## src/rtl/xmtc_pkg.sv

```systemverilog
// ============================================================================
// xmtc_pkg
// Shared types, constants and helper functions for the xorshift memory test
// checker: request codes, queue entry layout and the register clamping rules.
// ============================================================================
package xmtc_pkg;

  // Width of the internal word counter and segment offset.
  localparam int WORD_INDEX_BITS = 30;

  // Fixed field widths of the ports.
  localparam int ADDR_W  = 30;
  localparam int DATA_W  = 32;
  localparam int REQ_W   = 2;
  localparam int CFG_W   = 31;
  localparam int CFG_IDX_W = 1;

  // Width used to compare counters against the clamped register values.
  localparam int CMP_W = (WORD_INDEX_BITS + 1 > DATA_W) ? WORD_INDEX_BITS + 1 : DATA_W;

  // Queue between front and back.
  localparam int QUEUE_DEPTH = 4;
  localparam int QPTR_W      = $clog2(QUEUE_DEPTH);
  localparam int QCNT_W      = $clog2(QUEUE_DEPTH + 1);

  // Generator seed.
  localparam logic [DATA_W-1:0] SEED_X = 32'd123456789;
  localparam logic [DATA_W-1:0] SEED_Y = 32'd362436069;
  localparam logic [DATA_W-1:0] SEED_Z = 32'd521288629;
  localparam logic [DATA_W-1:0] SEED_W = 32'd88675123;

  // Register reset values.
  localparam logic [CFG_W-1:0] TOTAL_RESET   = 31'd1024;
  localparam logic [CFG_W-1:0] SEGMENT_RESET = 31'd1024;

  // Request codes.
  localparam logic [REQ_W-1:0] REQ_WRITE  = 2'd0;
  localparam logic [REQ_W-1:0] REQ_VERIFY = 2'd1;
  localparam logic [REQ_W-1:0] REQ_START  = 2'd2;
  localparam logic [REQ_W-1:0] REQ_UNUSED = 2'd3;

  // Register indexes.
  localparam logic [CFG_IDX_W-1:0] CFG_TOTAL   = 1'b0;
  localparam logic [CFG_IDX_W-1:0] CFG_SEGMENT = 1'b1;

  typedef enum logic [1:0] {
    KIND_WRITE,
    KIND_VERIFY,
    KIND_START,
    KIND_NONE
  } kind_t;

  typedef struct packed {
    kind_t              kind;
    logic [ADDR_W-1:0]  addr;
    logic [DATA_W-1:0]  pattern;
    logic [DATA_W-1:0]  rdata;
    logic               done;
  } item_t;

  // Total words: zero counts as one, and the value is capped at the counter range.
  function automatic logic [CMP_W-1:0] eff_total_f(input logic [CFG_W-1:0] raw);
    logic [CMP_W-1:0] cap;
    logic [CMP_W-1:0] v;
    cap = CMP_W'(1) << WORD_INDEX_BITS;
    v   = (raw == '0) ? CMP_W'(1) : CMP_W'(raw);
    if (v > cap) begin
      v = cap;
    end
    return v;
  endfunction

  // Segment words: rounded up to a multiple of 16, at least 16.
  function automatic logic [CMP_W-1:0] eff_segment_f(input logic [CFG_W-1:0] raw);
    logic [CMP_W-1:0] v;
    v = (CMP_W'(raw) + CMP_W'(15)) & ~CMP_W'(15);
    if (v < CMP_W'(16)) begin
      v = CMP_W'(16);
    end
    return v;
  endfunction

endpackage

```

## src/rtl/xmtc_front.sv

```systemverilog
// ============================================================================
// xmtc_front
// Accepts requests, holds the configuration, the generator and the counters,
// and turns each request into a classified queue entry.
// ============================================================================
module xmtc_front import xmtc_pkg::*; (
  input  logic                  clk,
  input  logic                  rst_n,
  input  logic                  fire,
  input  logic [REQ_W-1:0]      req_type,
  input  logic [DATA_W-1:0]     read_data,
  input  logic                  cfg_we,
  input  logic [CFG_IDX_W-1:0]  cfg_index,
  input  logic [CFG_W-1:0]      cfg_wdata,
  output item_t                 entry
);

  logic [CMP_W-1:0]           eff_total_r, eff_total_nxt;
  logic [CMP_W-1:0]           eff_seg_r, eff_seg_nxt;
  logic [DATA_W-1:0]          gx_r, gy_r, gz_r, gw_r;
  logic [DATA_W-1:0]          gx_nxt, gy_nxt, gz_nxt, gw_nxt;
  logic [WORD_INDEX_BITS-1:0] widx_r, widx_nxt;
  logic [WORD_INDEX_BITS-1:0] soff_r, soff_nxt;

  logic [DATA_W-1:0] bx, by, bz, bw, t, pat;
  logic [CMP_W-1:0]  widx_inc, soff_inc;
  logic              last_word, last_seg;

  // Configuration is stored already clamped.
  always_comb begin
    eff_total_nxt = eff_total_r;
    eff_seg_nxt   = eff_seg_r;
    if (cfg_we) begin
      case (cfg_index)
        CFG_TOTAL:   eff_total_nxt = eff_total_f(cfg_wdata);
        CFG_SEGMENT: eff_seg_nxt   = eff_segment_f(cfg_wdata);
        default:     eff_total_nxt = eff_total_r;
      endcase
    end
  end

  // One xorshift128 step, starting from the seed at a segment start.
  always_comb begin
    if (soff_r == '0) begin
      bx = SEED_X; by = SEED_Y; bz = SEED_Z; bw = SEED_W;
    end else begin
      bx = gx_r; by = gy_r; bz = gz_r; bw = gw_r;
    end
    t   = bx ^ (bx << 11);
    pat = bw ^ (bw >> 19) ^ t ^ (t >> 8);
  end

  assign widx_inc  = CMP_W'(widx_r) + CMP_W'(1);
  assign soff_inc  = CMP_W'(soff_r) + CMP_W'(1);
  assign last_word = (widx_inc >= eff_total_r);
  assign last_seg  = (soff_inc >= eff_seg_r);

  always_comb begin
    gx_nxt   = gx_r;
    gy_nxt   = gy_r;
    gz_nxt   = gz_r;
    gw_nxt   = gw_r;
    widx_nxt = widx_r;
    soff_nxt = soff_r;
    entry.kind    = KIND_NONE;
    entry.addr    = ADDR_W'(CMP_W'(widx_r));
    entry.pattern = pat;
    entry.rdata   = read_data;
    entry.done    = last_word;
    case (req_type)
      REQ_WRITE, REQ_VERIFY: begin
        entry.kind = (req_type == REQ_VERIFY) ? KIND_VERIFY : KIND_WRITE;
        if (fire) begin
          gx_nxt = by;
          gy_nxt = bz;
          gz_nxt = bw;
          gw_nxt = pat;
          if (last_word) begin
            widx_nxt = '0;
            soff_nxt = '0;
          end else begin
            widx_nxt = WORD_INDEX_BITS'(widx_inc);
            soff_nxt = last_seg ? '0 : WORD_INDEX_BITS'(soff_inc);
          end
        end
      end
      REQ_START: begin
        entry.kind = KIND_START;
        if (fire) begin
          gx_nxt   = SEED_X;
          gy_nxt   = SEED_Y;
          gz_nxt   = SEED_Z;
          gw_nxt   = SEED_W;
          widx_nxt = '0;
          soff_nxt = '0;
        end
      end
      default: entry.kind = KIND_NONE;
    endcase
  end

  always_ff @(posedge clk) begin
    if (!rst_n) begin
      eff_total_r <= eff_total_f(TOTAL_RESET);
      eff_seg_r   <= eff_segment_f(SEGMENT_RESET);
      gx_r        <= SEED_X;
      gy_r        <= SEED_Y;
      gz_r        <= SEED_Z;
      gw_r        <= SEED_W;
      widx_r      <= '0;
      soff_r      <= '0;
    end else begin
      eff_total_r <= eff_total_nxt;
      eff_seg_r   <= eff_seg_nxt;
      gx_r        <= gx_nxt;
      gy_r        <= gy_nxt;
      gz_r        <= gz_nxt;
      gw_r        <= gw_nxt;
      widx_r      <= widx_nxt;
      soff_r      <= soff_nxt;
    end
  end

endmodule

```

## src/rtl/xmtc_queue.sv

```systemverilog
// ============================================================================
// xmtc_queue
// Small first-in first-out queue of classified requests between the front
// and the back.
// ============================================================================
module xmtc_queue import xmtc_pkg::*; (
  input  logic  clk,
  input  logic  rst_n,
  input  logic  push,
  input  item_t push_item,
  input  logic  pop,
  output item_t head,
  output logic  full,
  output logic  empty
);

  item_t             mem_r [QUEUE_DEPTH];
  logic [QPTR_W-1:0] wptr_r, wptr_nxt;
  logic [QPTR_W-1:0] rptr_r, rptr_nxt;
  logic [QCNT_W-1:0] cnt_r, cnt_nxt;

  assign full  = (cnt_r == QCNT_W'(QUEUE_DEPTH));
  assign empty = (cnt_r == '0);
  assign head  = mem_r[rptr_r];

  always_comb begin
    wptr_nxt = push ? wptr_r + QPTR_W'(1) : wptr_r;
    rptr_nxt = pop  ? rptr_r + QPTR_W'(1) : rptr_r;
    cnt_nxt  = cnt_r + QCNT_W'(push) - QCNT_W'(pop);
  end

  always_ff @(posedge clk) begin
    if (push) begin
      mem_r[wptr_r] <= push_item;
    end
  end

  always_ff @(posedge clk) begin
    if (!rst_n) begin
      wptr_r <= '0;
      rptr_r <= '0;
      cnt_r  <= '0;
    end else begin
      wptr_r <= wptr_nxt;
      rptr_r <= rptr_nxt;
      cnt_r  <= cnt_nxt;
    end
  end

  a_no_overflow: assert property (@(posedge clk) disable iff (!rst_n)
    full |-> !push)
    else $error("queue pushed while full");

  a_no_underflow: assert property (@(posedge clk) disable iff (!rst_n)
    empty |-> !pop)
    else $error("queue popped while empty");

  a_count_range: assert property (@(posedge clk) disable iff (!rst_n)
    cnt_r <= QCNT_W'(QUEUE_DEPTH))
    else $error("queue count out of range");

endmodule

```

## src/rtl/xmtc_back.sv

```systemverilog
// ============================================================================
// xmtc_back
// Compares read data with the pattern, keeps the sticky error flag and holds
// the result in the output register.
// ============================================================================
module xmtc_back import xmtc_pkg::*; (
  input  logic              clk,
  input  logic              rst_n,
  input  item_t             head,
  input  logic              head_valid,
  output logic              pop,
  output logic              out_valid,
  input  logic              out_ready,
  output logic [ADDR_W-1:0] out_word_address,
  output logic [DATA_W-1:0] out_pattern_word,
  output logic              out_mismatch,
  output logic [DATA_W-1:0] out_difference_bits,
  output logic              out_error_seen,
  output logic              out_pass_done
);

  logic              valid_r, valid_nxt;
  logic              err_r, err_nxt;
  logic [ADDR_W-1:0] addr_r, addr_nxt;
  logic [DATA_W-1:0] pat_r, pat_nxt;
  logic              mis_r, mis_nxt;
  logic [DATA_W-1:0] diff_r, diff_nxt;
  logic              done_r, done_nxt;
  logic [DATA_W-1:0] cmp;

  assign pop = head_valid && (!valid_r || out_ready);
  assign cmp = head.pattern ^ head.rdata;

  always_comb begin
    valid_nxt = valid_r;
    err_nxt   = err_r;
    addr_nxt  = addr_r;
    pat_nxt   = pat_r;
    mis_nxt   = mis_r;
    diff_nxt  = diff_r;
    done_nxt  = done_r;
    if (valid_r && out_ready) begin
      valid_nxt = 1'b0;
    end
    if (pop) begin
      valid_nxt = 1'b1;
      addr_nxt  = head.addr;
      pat_nxt   = head.pattern;
      mis_nxt   = 1'b0;
      diff_nxt  = '0;
      done_nxt  = head.done;
      case (head.kind)
        KIND_WRITE: begin
        end
        KIND_VERIFY: begin
          diff_nxt = cmp;
          mis_nxt  = (cmp != '0);
          err_nxt  = err_r | (cmp != '0);
        end
        KIND_START: begin
          err_nxt  = 1'b0;
          addr_nxt = '0;
          pat_nxt  = '0;
          done_nxt = 1'b0;
        end
        default: begin
          pat_nxt  = '0;
          done_nxt = 1'b0;
        end
      endcase
    end
  end

  always_ff @(posedge clk) begin
    if (!rst_n) begin
      valid_r <= 1'b0;
      err_r   <= 1'b0;
    end else begin
      valid_r <= valid_nxt;
      err_r   <= err_nxt;
    end
  end

  always_ff @(posedge clk) begin
    addr_r <= addr_nxt;
    pat_r  <= pat_nxt;
    mis_r  <= mis_nxt;
    diff_r <= diff_nxt;
    done_r <= done_nxt;
  end

  assign out_valid           = valid_r;
  assign out_word_address    = addr_r;
  assign out_pattern_word    = pat_r;
  assign out_mismatch        = mis_r;
  assign out_difference_bits = diff_r;
  assign out_error_seen      = err_r;
  assign out_pass_done       = done_r;

endmodule

```

## src/rtl/xorshift_memory_test_checker_unit.sv

```systemverilog
// A request is written into the queue, and the back then moves it into its output register,
// from which the result is taken.
// Throughput: one request per cycle while the queue has room; the front step is combinational.
// The four-entry queue lets the front keep accepting while a result waits to be taken.
// Reset (rst_n low, synchronous) reseeds the generator, clears the counters, the error
// flag and the queue, and loads 1024 into both configuration registers.
// ============================================================================
// xorshift_memory_test_checker_unit
// Memory test pattern generator and checker built on an xorshift128 sequence.
// ============================================================================
module xorshift_memory_test_checker_unit import xmtc_pkg::*; (
  input  logic                 clk,
  input  logic                 rst_n,
  input  logic                 in_valid,
  output logic                 in_ready,
  input  logic [REQ_W-1:0]     in_req_type,
  input  logic [DATA_W-1:0]    in_read_data,
  output logic                 out_valid,
  input  logic                 out_ready,
  output logic [ADDR_W-1:0]    out_word_address,
  output logic [DATA_W-1:0]    out_pattern_word,
  output logic                 out_mismatch,
  output logic [DATA_W-1:0]    out_difference_bits,
  output logic                 out_error_seen,
  output logic                 out_pass_done,
  input  logic                 cfg_valid,
  output logic                 cfg_ready,
  input  logic [CFG_IDX_W-1:0] cfg_index,
  input  logic [CFG_W-1:0]     cfg_wdata
);

  item_t front_entry;
  item_t q_head;
  logic  q_full;
  logic  q_empty;
  logic  q_pop;
  logic  in_fire;

  // A request is taken whenever the queue has room; the front updates the
  // generator and counters in that same cycle, so requests flow back to back.
  assign in_ready  = !q_full;
  assign in_fire   = in_valid && in_ready;
  // Register writes are always taken.
  assign cfg_ready = 1'b1;

  // Front: register file, generator and word counters. Each request becomes
  // one classified entry carrying the address, the pattern and the read data.
  xmtc_front u_front (
    .clk       (clk),
    .rst_n     (rst_n),
    .fire      (in_fire),
    .req_type  (in_req_type),
    .read_data (in_read_data),
    .cfg_we    (cfg_valid && cfg_ready),
    .cfg_index (cfg_index),
    .cfg_wdata (cfg_wdata),
    .entry     (front_entry)
  );

  // Queue between the two halves, so a stalled output does not stop the front until the queue fills.
  xmtc_queue u_queue (
    .clk       (clk),
    .rst_n     (rst_n),
    .push      (in_fire),
    .push_item (front_entry),
    .pop       (q_pop),
    .head      (q_head),
    .full      (q_full),
    .empty     (q_empty)
  );

  // Back: compare, sticky error flag and output register.
  xmtc_back u_back (
    .clk                 (clk),
    .rst_n               (rst_n),
    .head                (q_head),
    .head_valid          (!q_empty),
    .pop                 (q_pop),
    .out_valid           (out_valid),
    .out_ready           (out_ready),
    .out_word_address    (out_word_address),
    .out_pattern_word    (out_pattern_word),
    .out_mismatch        (out_mismatch),
    .out_difference_bits (out_difference_bits),
    .out_error_seen      (out_error_seen),
    .out_pass_done       (out_pass_done)
  );

  // A reported mismatch always comes with nonzero differing bits.
  a_mismatch_diff: assert property (@(posedge clk) disable iff (!rst_n)
    (out_valid && out_mismatch) |-> (out_difference_bits != '0))
    else $error("mismatch without differing bits");

  // A mismatch always sets the sticky flag in the same result.
  a_mismatch_sticky: assert property (@(posedge clk) disable iff (!rst_n)
    (out_valid && out_mismatch) |-> out_error_seen)
    else $error("mismatch did not set the error flag");

  // The input side stalls only when the queue is full.
  a_ready_full: assert property (@(posedge clk) disable iff (!rst_n)
    !in_ready |-> q_full)
    else $error("input stalled with room in the queue");

endmodule
```

## config.mk

```make
export PLATFORM = sky130hd
export DESIGN_NAME = xorshift_memory_test_checker_unit
export DESIGN_NICKNAME = d
export VERILOG_FILES = /design/src/rtl/xmtc_pkg.sv /design/src/rtl/xmtc_front.sv /design/src/rtl/xmtc_queue.sv /design/src/rtl/xmtc_back.sv /design/src/rtl/xorshift_memory_test_checker_unit.sv
export SDC_FILE = /design/constraint.sdc
export NUM_CORES = 1
export LEC_CHECK = 0
export BUFFER_PORTS_ARGS = -buffer_cell sky130_fd_sc_hd__buf_4
export CORE_MARGIN = 2
export CORE_UTILIZATION = 40
export DETAILED_ROUTE_END_ITERATION = 16
export HOLD_SLACK_MARGIN = 0.15
export PLACE_DENSITY = 0.56
export SYNTH_ARGS = -nofsm -noshare
export SYNTH_HDL_FRONTEND = slang
export SYNTH_SLANG_ARGS = --single-unit
```

## constraint.sdc

```tcl
create_clock -name clk -period 18.6 [get_ports clk]
set_input_delay 0.93 -clock clk [delete_from_list [all_inputs] [get_ports clk]]
set_output_delay 0.93 -clock clk [all_outputs]
set_load 0.02 [all_outputs]
```

== Yosys cells after proc, flatten, opt, wreduce, memory -nomap -nowiden ==
Memories as Yosys holds them, arrays and structs flattened. A register that Yosys moved wholly into a read port is not among the register bits.
Cells that the tools add are included.

* Add/subtract/negate cells: 7
* Magnitude comparators: 4
* Eq/ne operators: 7
* Muxes and demuxes: 36
* Bitwise logic cells: 7
* Reduce and logical (&&, ||, !) cells: 22

{| class="wikitable"
|+ Operators with widths
! operator !! count
|-
| $mux W32 || 14
|-
| $pmux W32 S2 || 4
|-
| $mux W30 || 6
|-
| $pmux W30 S2 || 2
|-
| $xor A32 B32 Y32 || 3
|-
| $ge A32 B32 Y1 || 2
|-
| $add A30 B1 Y31 const B || 2
|-
| $add A31 B4 Y32 const B || 1
|-
| $gt A32 B31 Y1 const B || 1
|-
| $lt A32 B5 Y1 const B || 1
|-
| $reduce_bool A32 Y1 || 1
|-
| $xor A32 B13 Y32 || 1
|-
| $xor A32 B24 Y32 || 1
|-
| $logic_not A31 Y1 || 1
|-
| $mux W31 || 1
|-
| $logic_not A30 Y1 || 1
|-
| $reduce_and A2 Y1 || 3
|-
| $reduce_bool A2 Y1 || 3
|-
| $mux W1 || 5
|-
| $add A2 B1 Y2 const B || 2
|-
| $eq A2 B1 Y1 const B || 2
|-
| $eq A2 B2 Y1 const B || 2
|-
| $logic_not A2 Y1 || 2
|-
| $mux W2 || 2
|-
| 14 further kinds || 20
|}

* Flip-flop bits (word level): 357
* Bits in writable memories: 388
* Output and inout bits: 100
* Memories: 1

{| class="wikitable"
|+ Memory list
! name !! words !! width !! read ports !! clocked after memory_dff !! write ports !! RTL line !! source
|-
| u_queue.mem_r || 4 || 97 || 1 || 1 || 1 || xmtc_queue.sv:17 || <nowiki>item_t mem_r [QUEUE_DEPTH];</nowiki>
|}

== Logic depth before layout (Yosys ltp) ==
Gate-level depths: netlist of run 1.

* Depth after elaboration: 7
* Gate-level depth with buffers: 18
* Mapped depth without buffers: 15

== By module ==
From an unflattened synthesis of run 1, not the netlist that was laid out.

* Cell total of the unflattened synthesis: 2384
* Area total of the unflattened synthesis: 31443.9 um^2

{| class="wikitable"
|+ By module, submodules not included
! module !! instances !! cells each !! area each (um^2) !! sequential area each (um^2)
|-
| xmtc_queue || 1 || 550 || 14432.6 || 11831.3
|-
| xmtc_front || 1 || 1569 || 12963.7 || 4944.7
|-
| xmtc_back || 1 || 260 || 4022.6 || 2922.8
|-
| xorshift_memory_test_checker_unit || 1 || 5 || 25.0 || 0.0
|}

== Worst setup path after synthesis of run 1 ==
OpenSTA, ideal clock, no wires.

* Path type: input -> register
* Start point: input port out_ready
* End point: register u_queue.cnt_r[2]
* Library setup time: 128 ps
* Arrival time: 7579 ps
* Required time: 18472 ps
* Slack: 10893 ps
* Cell stages on the path: 10
* Buffers on the path: 0
* Cells stage by stage: inv_1 -> a21oi_1 -> ha_1 -> inv_1 -> ha_1 -> inv_1 -> fa_1 -> xor2_1 -> xnor2_1 -> nor2_1

* Word-level cells in the longest chain between the ends: 3

{| class="wikitable"
|+ RTL lines
! what !! RTL line !! source
|-
| start: declaration || xorshift_memory_test_checker_unit.sv:19 || <nowiki>input logic out_ready,</nowiki>
|-
| $logic_or A1 B1 Y1 || xmtc_back.sv:31 || <nowiki>assign pop = head_valid && (!valid_r || out_ready);</nowiki>
|-
| $logic_and A1 B1 Y1 || xmtc_back.sv:31 ||
|-
| named net q_pop || xorshift_memory_test_checker_unit.sv:36 || <nowiki>logic q_pop;</nowiki>
|-
| $sub A3 B1 Y3 || xmtc_queue.sv:29 || <nowiki>cnt_nxt = cnt_r + QCNT_W'(push) - QCNT_W'(pop);</nowiki>
|-
| end signal: assignment || xmtc_queue.sv:46 || <nowiki>cnt_r <= cnt_nxt;</nowiki>
|-
| end: declaration || xmtc_queue.sv:20 || <nowiki>logic [QCNT_W-1:0] cnt_r, cnt_nxt;</nowiki>
|}

The timed path passes the listed nets, and every way through them passes these cells.
A chain may end at the register's enable or synchronous reset.

== Worst setup path after layout of run 1 ==
* Start point: register u_front.widx_r[0]
* End point: register u_front.widx_r[7]

* Word-level cells in the longest chain between the ends: 5

{| class="wikitable"
|+ RTL lines
! what !! RTL line !! source
|-
| start: declaration || xmtc_front.sv:22 || <nowiki>logic [WORD_INDEX_BITS-1:0] widx_r, widx_nxt;</nowiki>
|-
| start signal: assignment || xmtc_front.sv:119 || <nowiki>widx_r <= widx_nxt;</nowiki>
|-
| $add A30 B1 Y31 (*) || xmtc_front.sv:53 || <nowiki>assign widx_inc = CMP_W'(widx_r) + CMP_W'(1);</nowiki>
|-
| $ge A32 B32 Y1 || xmtc_front.sv:55 || <nowiki>assign last_word = (widx_inc >= eff_total_r);</nowiki>
|-
| $mux W30 (*) || xmtc_front.sv:78 || <nowiki>if (last_word) begin</nowiki>
|-
| $mux W30 (*) || xmtc_front.sv:73 || <nowiki>if (fire) begin</nowiki>
|-
| $pmux W30 S2 (*) || xmtc_front.sv:70 || <nowiki>case (req_type)</nowiki>
|}

Mark *: on every way between the ends. The rest lies on a longest branch, timed or not. The select of a mux whose other input is x is not followed.

==> summary.md, run 1 <==
| Metric | Value |
|---|---|
| CTS Buffer Depth | 3 |
| Initial antenna violation count | 1 |
| Yosys top cell by area | edfxtp_1 |
| Net switching power | about 1.5 mW |
| Static leakage | between 10 and 15 nW |
| Vias post-DR | between 15000 and 20000 |
| Post-route cell area | ~0.036 mm² |
| Num Clock Sinks | 742 |
| Gate power share | 0.240 |
| Drt total wl | between 70 and 80 mm |
| DIE HEIGHT | between 200 and 300 µm |
| Hold path cells | 2 |
| Vias in the first global route | around 20000 |
| Die Width | 284 µm |
| Port buffer count | 169 |
| CORE AREA | roughly 0.078 mm² |
| DR DRC count | 0 |
| Netlist cell types | 70 |
| Area growth syn-to-layout | 15.8% |
| Top-area cell type share of the netlist area | 0.463 |
| Clock Power Share | 0.325 |
| # hold bufs at CTS | 0 |
| Area after DPL | ~0.034 mm² |
| Vias per cell | approximately 5.3 |
| Reg area | 0.0197 mm² |
| Seq pwr share | 0.435 |
| Worst r2r path cells | 16 |
| Reg2reg start | u_front.widx_r[0] |
| Worst Path Arrival | between 6 and 7 ns |
| Fin. max-slew vios | 0 |
| Row Count | 102 |
| Placed insts | approximately 3500 |
| Avg Synthesized Cell Area | around 13 µm² |
| Filler instances | around 6900 |
| Area of the mapped netlist | 0.0314 mm² |
| Hold path endpoint | u_front.gz_r[19] |
| Type of origin of the critical path | flop |
| Syn Nets | about 2600 |
| Layout net count | around 2700 |
| Async SR Flop Fraction | 0 |
| Total track usage | 0.178 |
| WHS | roughly 0.46 ns |
| Setup-failing EPs final | 0 |
| Number of DRC markers in iteration 0 | 1378 |
| Int Pwr | 3.50 mW |
| CP startpoint | u_front.widx_r[0] |
| Crit path kind | reg -> reg |
| Post-cts sizing count | 0 |
| Worst-Skew Late Latency | a little over 0.6 ns |
| Starting Density | 0.405 |
| Layout cell share with drive strength beyond 1 | 0.169 |
| Number of flops mapped to enable cells by yosys | between 400 and 500 |
| CTS Buf Count | 80 |
| Sw Share | 0.298 |
| Multi-input gate area | about 0.011 mm² |
| Die ar. | slightly above 0.08 mm² |
| Main synth FF type | edfxtp_1 |
| Slew HR | 0.171 |
| Setup slack, reg-to-reg | approximately 13 ns |
| RR Endpoint | u_front.widx_r[7] |
| Synth top area cells | edfxtp_1, dfxtp_1, mux4_2 |
| Final Hold Vio Count | 0 |
| Pwr dens | 137 mW/mm² |
| CTS tree | done |
| Synth warn | 0 |
| Clk slew on worst S/H paths | ~0.060 ns |
| Clock skew | 0.0210 ns |
| Post-Layout Cell Count | roughly 3700 |
| Post-route ant nets | 0 |
| HP Class | reg -> reg |
| Syn Inst Count | ~2400 |
| Critical path peak fanout | 39 |
| Tightest Pin Transition | between 1 and 1.5 ns |
| Io pins | around 170 |
| Wire per inst | around 20 µm |
| Number of synthesized register bits | about 740 |
| VDD IR max | ~74 µV |
| Fin crit share | 0.297 |
| Post CTS Setup Buffer Count | 0 |
| Dpl hpwl | 46.4 mm |
| First-pass GRT wire length | about 110 mm |
| Highest clock rate | roughly 180 MHz |
| DRT Pass-1 Iters | 5 |
| Crit path required time | 19.12 ns |
| Total gr overflow | 0 |
| Fin crit period | approximately 5.5 ns |
| Register area share after synthesis | 0.628 |
| CTS root buf | clkbuf_16 |
| H-tree depth | 3 |
| Largest net degree at the start of global routing | just over 100 |
| Diodes inserted | 0 |
| Post-route setup TNS | 0 ns |
| Routability cong. | between 0.8 and 0.9 |
| Max_cap viols | 0 |
| Status | completed |
| RSZ-0062 raised after global routing | no |
| Critical Path End Type | flop |
| HP Start | u_front.gz_r[19] |
-- metal layers --
layer / wire [µm] / GRT usage
met1: 33600 / 0.252
met2: 34200 / 0.289
met3: 3320 / 0.0261
met4: 1110 / 0.0453
met5: 13 / 0
-- placed cells by master (no fill, tap or decap), drive strengths merged, types with 44 or more instances in the layout --
cell type,n
a21oi,120
ha,70
nor2,187
nand4,58
buf,197
xnor2,121
xor2,93
mux4,97
and2,44
nand2,219
dfxtp,258
edfxtp,484
nor2b,67
inv,81
clkbuf,98
o21ai,64
a22oi,63
-- kinds of logic (layout without fill, tap and decap cells) --
logic type	Yosys count	after routing	synth area share
flops	742	742	0.628
simple gates	699	699	0.109
compound gates	373	373	0.0758
other cells	1	1	0.000119
mux	101	101	0.0709
fa+ha+maj	71	71	0.0285
buf+inv	221	421	0.0284
xor+xnor	214	214	0.0597
-- synth_stat cells (21+ instances only) --
cell type and n:
edfxtp_1 484, o22ai_1 38, clkbuf_1 107, buf_2 21, xor2_1 93, xnor2_1 121, o21ai_0 62, a21oi_1 119
and2_1 43, nor2b_1 67, a211oi_1 28, nand3_1 30, nand2_1 219, mux4_2 97, ha_1 70, nor2_1 187
dfxtp_1 258, inv_1 75, a22oi_1 63, nand4_1 57
-- final cells by class --
| cell class | count | share of cell area |
|---|---|---|
| flip-flops and latches | 742 | 0.542 |
| multi-input cells | 1459 | 0.299 |
| clock buffers | 98 | 0.0583 |
| repair buffers | 197 | 0.0407 |
| well taps | 1040 | 0.0358 |
| clock inverters | 49 | 0.0162 |
| inverters | 77 | 0.00802 |
-- flip-flops by register name, summed over array words and instances, names as in the netlist, named ones only --
signal / count
u_front.gy_r: 32
u_back.out_word_address: 30
u_queue.cnt_r: 3
u_back.out_mismatch: 1
u_back.out_valid: 1
u_front.gz_r: 32
u_back.out_difference_bits: 32
u_front.soff_r: 30
u_front.eff_total_r: 31
u_back.out_error_seen: 1
u_front.widx_r: 30
u_back.out_pass_done: 1
u_front.gw_r: 32
u_queue.rptr_r: 2
u_queue.mem_r: 388
u_front.gx_r: 32
u_back.out_pattern_word: 32
u_front.eff_seg_r: 28
u_queue.wptr_r: 2
-- power groups by stage --
stage | clock, mW | combinational (mW) | sequential, mW
after floorplan | 0 | 0.645 | 2.33
after global placement | 0 | 1.21 | 2.20
after detailed placement | 0 | 1.22 | 2.21
after CTS | 1.66 | 1.23 | 2.17
after global routing | 1.72 | 1.30 | 2.19
final | 1.62 | 1.19 | 2.17
-- how the worst max path moves through the flow --
| stage | to | slack [ns] | cells past startpoint |
|---|---|---|---|
| after floorplan | u_queue.cnt_r[2] | 10.89 | 10 |
| after global placement | u_front.widx_r[25] | 13.23 | 16 |
| after detailed placement | u_front.widx_r[7] | 13.12 | 16 |
| after CTS | u_front.widx_r[3] | 13.10 | 16 |
| after global routing | u_front.widx_r[7] | 12.60 | 16 |
| final | u_front.widx_r[7] | 13.08 | 16 |
-- metrics by stage --
stage	worst slack (ns)	utilization	power, mW
3_3_place_gp	13.23	0.434	3.41
4_1_cts	13.10	0.468	5.06
2_1_floorplan	10.89	-	2.98
3_5_place_dp	13.12	0.434	3.43
6_report	13.08	0.468	4.98
5_1_grt	12.60	0.468	5.21
-- critical path: stages (launching register included) --
cell and delay [ns]:
dfxtp_1 0.50, ha_1 0.31, nand3_2 0.14, or4_1 0.72, nor4_4 0.36, nand4_1 0.22
clkinv_1 0.11, and3_1 0.17, ha_1 0.25, and3_1 0.21, a221oi_1 0.23, o21ai_0 0.16
a311o_1 0.33, a21oi_4 0.74, buf_4 0.50, o21ai_0 0.15, a311oi_1 0.28
No activity file was read; power rests on OpenSTA's default activity.
==> run 2, diff against run 1 <==
==> constraint.sdc (replaced) <==
create_clock -name clk -period 5.2 [get_ports clk]
set_input_delay 0.26 -clock clk [delete_from_list [all_inputs] [get_ports clk]]
set_output_delay 0.26 -clock clk [all_outputs]
set_load 0.02 [all_outputs]
==> run 2 against run 1 <==
Via count rose by 2.0%. Sequential cell count did not move. Worst setup slack got worse by 13 ns. Clock skew fell by 0.0050 ns. Combinational power rose to 3.7 times the previous value. Clock power rose to 3.6 times the previous value. Maximum frequency rose by 17%. Die area did not move. Final cell count rose by 2.8%.
==> summary.md, run 2 (synthesized netlist as in run 1, its figures left out) <==
| Metric | Value |
|---|---|
| Status | completed |
| Starting Density | 0.405 (unchanged) |
| Worst r2r path cells | 16 (unchanged) |
| Post-route setup TNS | 0 ns (unchanged) |
| Pwr dens | 481 mW/mm² (+250%) |
| Io pins | 171 (unchanged) |
| CTS Buf Count | 79 (-1.3%) |
| CP max stage delay | 0.71 ns (-0.03 ns) |
| CORE AREA | 0.0776 mm² (unchanged) |
| VDD IR max | 245 µV (+230%) |
| Most frequent cells in the layout | edfxtp_1, dfxtp_1, nand2_1, buf_4, nor2_1 |
| Tightest Pin Transition | 1.11 ns (-0.136 ns) |
| H-tree depth | 3 (unchanged) |
| Post-cts sizing count | 0 (unchanged) |
| DR DRC count | 0 (unchanged) |
| Critical path peak fanout | 70 (+79%) |
| DRT Pass-1 Iters | 5 (unchanged) |
| Layout net count | 2798 (+3.7%) |
| CTS Buffer Depth | 3 (unchanged) |
| CTS tree | done |
| Post-route ant nets | 0 (unchanged) |
| Type of origin of the critical path | flop |
| Drt total wl | 74.2 mm (+2.8%) |
| Layout cell share with drive strength beyond 1 | 0.171 (+0.00157) |
| Initial antenna violation count | 1 (unchanged) |
| Total power | 18.0 mW (+260%) |
| HP Class | in -> reg |
| Static leakage | 12.7 nW (+3.5%) |
| Reg2reg start | u_front.widx_r[0] |
| Row Count | 102 (unchanged) |
| CP endpoint | u_front.widx_r[3] |
| Slew HR | 0.262 (+0.0904) |
| Vias per cell | 5.29 (-0.71%) |
| Setup-failing EPs final | 0 (unchanged) |
| Critical path cell sequence | ha_1, nand3_2, or4_1, nor4_4, nand4_1, clkinv_1, and3_1, ha_1, and3_1, a221oi_1, o21ai_0, a311o_1, a21oi_4, buf_12, a41oi_1, a311oi_1 |
| Die Width | 284 µm (unchanged) |
| Crit path kind | reg -> reg |
| Dpl hpwl | 48.0 mm (+3.6%) |
| Fin. max-slew vios | 0 (unchanged) |
| Crit path required time | 5.71 ns (-13.41 ns) |
| Commonest non-fill, non-tap cell in the layout | edfxtp_1 |
| Clock skew | 0.0159 ns (-0.00503 ns) |
| CP startpoint | u_front.widx_r[0] |
| Fin crit period | 4.73 ns (-0.798 ns) |
| HP Start | rst_n |
| Worst-Skew Late Latency | 0.62 ns (about the same) |
| Setup slack, reg-to-reg | 0.47 ns (-12.60 ns) |
| Max_cap viols | 0 (unchanged) |
| Largest net degree at the start of global routing | 98 (-4.9%) |
| Port buffer count | 169 (unchanged) |
| Filler instances | 6884 (-0.76%) |
| Final core utilization | 0.482 (+0.0132) |
| Vias post-DR | 19900 (+2.0%) |
| DIE HEIGHT | 284 µm (unchanged) |
| Vias in the first global route | 19900 (+1.6%) |
| Num Clock Sinks | 742 (unchanged) |
| Critical Path End Type | flop |
| RSZ-0062 raised after global routing | no |
| WHS | 0.189 ns (-0.268 ns) |
| Worst Path Arrival | 5.24 ns (-0.81 ns) |
| Final Hold Vio Count | 0 (unchanged) |
| Wire per inst | 19.7 µm (about the same) |
| Clk slew on worst S/H paths | 0.06 ns (about the same) |
| Number of DRC markers in iteration 0 | 1330 (-3.5%) |
| Total gr overflow | 0 (unchanged) |
| Highest clock rate | 212 MHz (+17%) |
| CP max-delay cell | or4_1 |
| Die ar. | 0.0807 mm² (unchanged) |
| RR Endpoint | u_front.widx_r[3] |
| First-pass GRT wire length | 115 mm (+1.4%) |
| Fin crit share | 0.909 (+0.612) |
| Top register by number of flip-flops | u_queue.mem_r |
| Routability cong. | 0.855 (+1.1%) |
| Max FFs per register | 388 (unchanged) |
| Area growth syn-to-layout | 19.1% |
| Total track usage | 0.182 (+0.00362) |
| CTS root buf | clkbuf_16 |
[run 2: cell count changes in the layout (fill, tap and decap cells not counted), sizes merged]
cell,delta
clkinv,-6
clkinvlp,-2
bufinv,-1
buf,+13
clkbuf,+8
dlygate4sd3,+87
diode,+2
[run 2: how the worst min path moves through the flow]
stage | to | slack [ns] | cells past startpoint
after global placement | u_front.gz_r[19] | 0.44 | 2
after detailed placement | u_front.gy_r[11] | 0.45 | 2
after CTS | u_front.gx_r[19] | 0.18 | 2
after floorplan | u_queue.mem_r[0][10] | 0.36 | 0
after global routing | u_front.gw_r[19] | 0.21 | 2
final | u_front.gy_r[7] | 0.19 | 2
[run 2: report_power, final]
part | total [mW] | leakage [nW] | switching [mW] | internal, mW
clock network | 5.84 | 1.35 | 2.34 | 3.50
logic | 4.37 | 4.96 | 2.63 | 1.74
registers | 7.75 | 6.43 | 0.350 | 7.40
[run 2: area by class of cell]
type,instances,area [µm²],area share
Antenna cell,2,5.00,0.000134
Clock buffer,106,2240,0.0598
Clock inverter,40,512,0.0137
Inverter,77,292,0.00780
Multi-Input combinational cell,1459,10900,0.291
Sequential cell,742,19700,0.527
Tap cell,1040,1300,0.0348
Timing Repair Buffer,297,2460,0.0658
[run 2: stage by stage]
step           setup slack (ns)  std cells  instance area [µm²]
5_1_grt                   0.107       3761                37400
2_1_floorplan             0.266       2422                31400
6_report                  0.474       3763                37400
3_5_place_dp              0.478       3528                33700
4_1_cts                   0.441       3761                37400
3_3_place_gp              0.605       3528                33700
[run 2: what timing repair did]
item | 4_1_cts | 5_1_grt
hold buffers | 87 | 0
hold endpoints to repair | 193 | 0
buffers inserted | 0 | 0
[run 2: critical path, delay by kind of cell (launching register included)]
kind,cells,cell delay (ns)
fa+ha+maj,2,0.58
flops,1,0.49
simple gates,6,1.82
compound gates,6,1.29
buf+inv,2,0.42
[run 2: routing by layer]
layer | GRT usage | vias to the layer above | share of wire
met5 | 0 | - | 0.00019
met4 | 0.0509 | 2 | 0.019
met3 | 0.0279 | 87 | 0.046
met2 | 0.299 | 472 | 0.48
met1 | 0.251 | 9977 | 0.46
li1 | - | 9384 | -
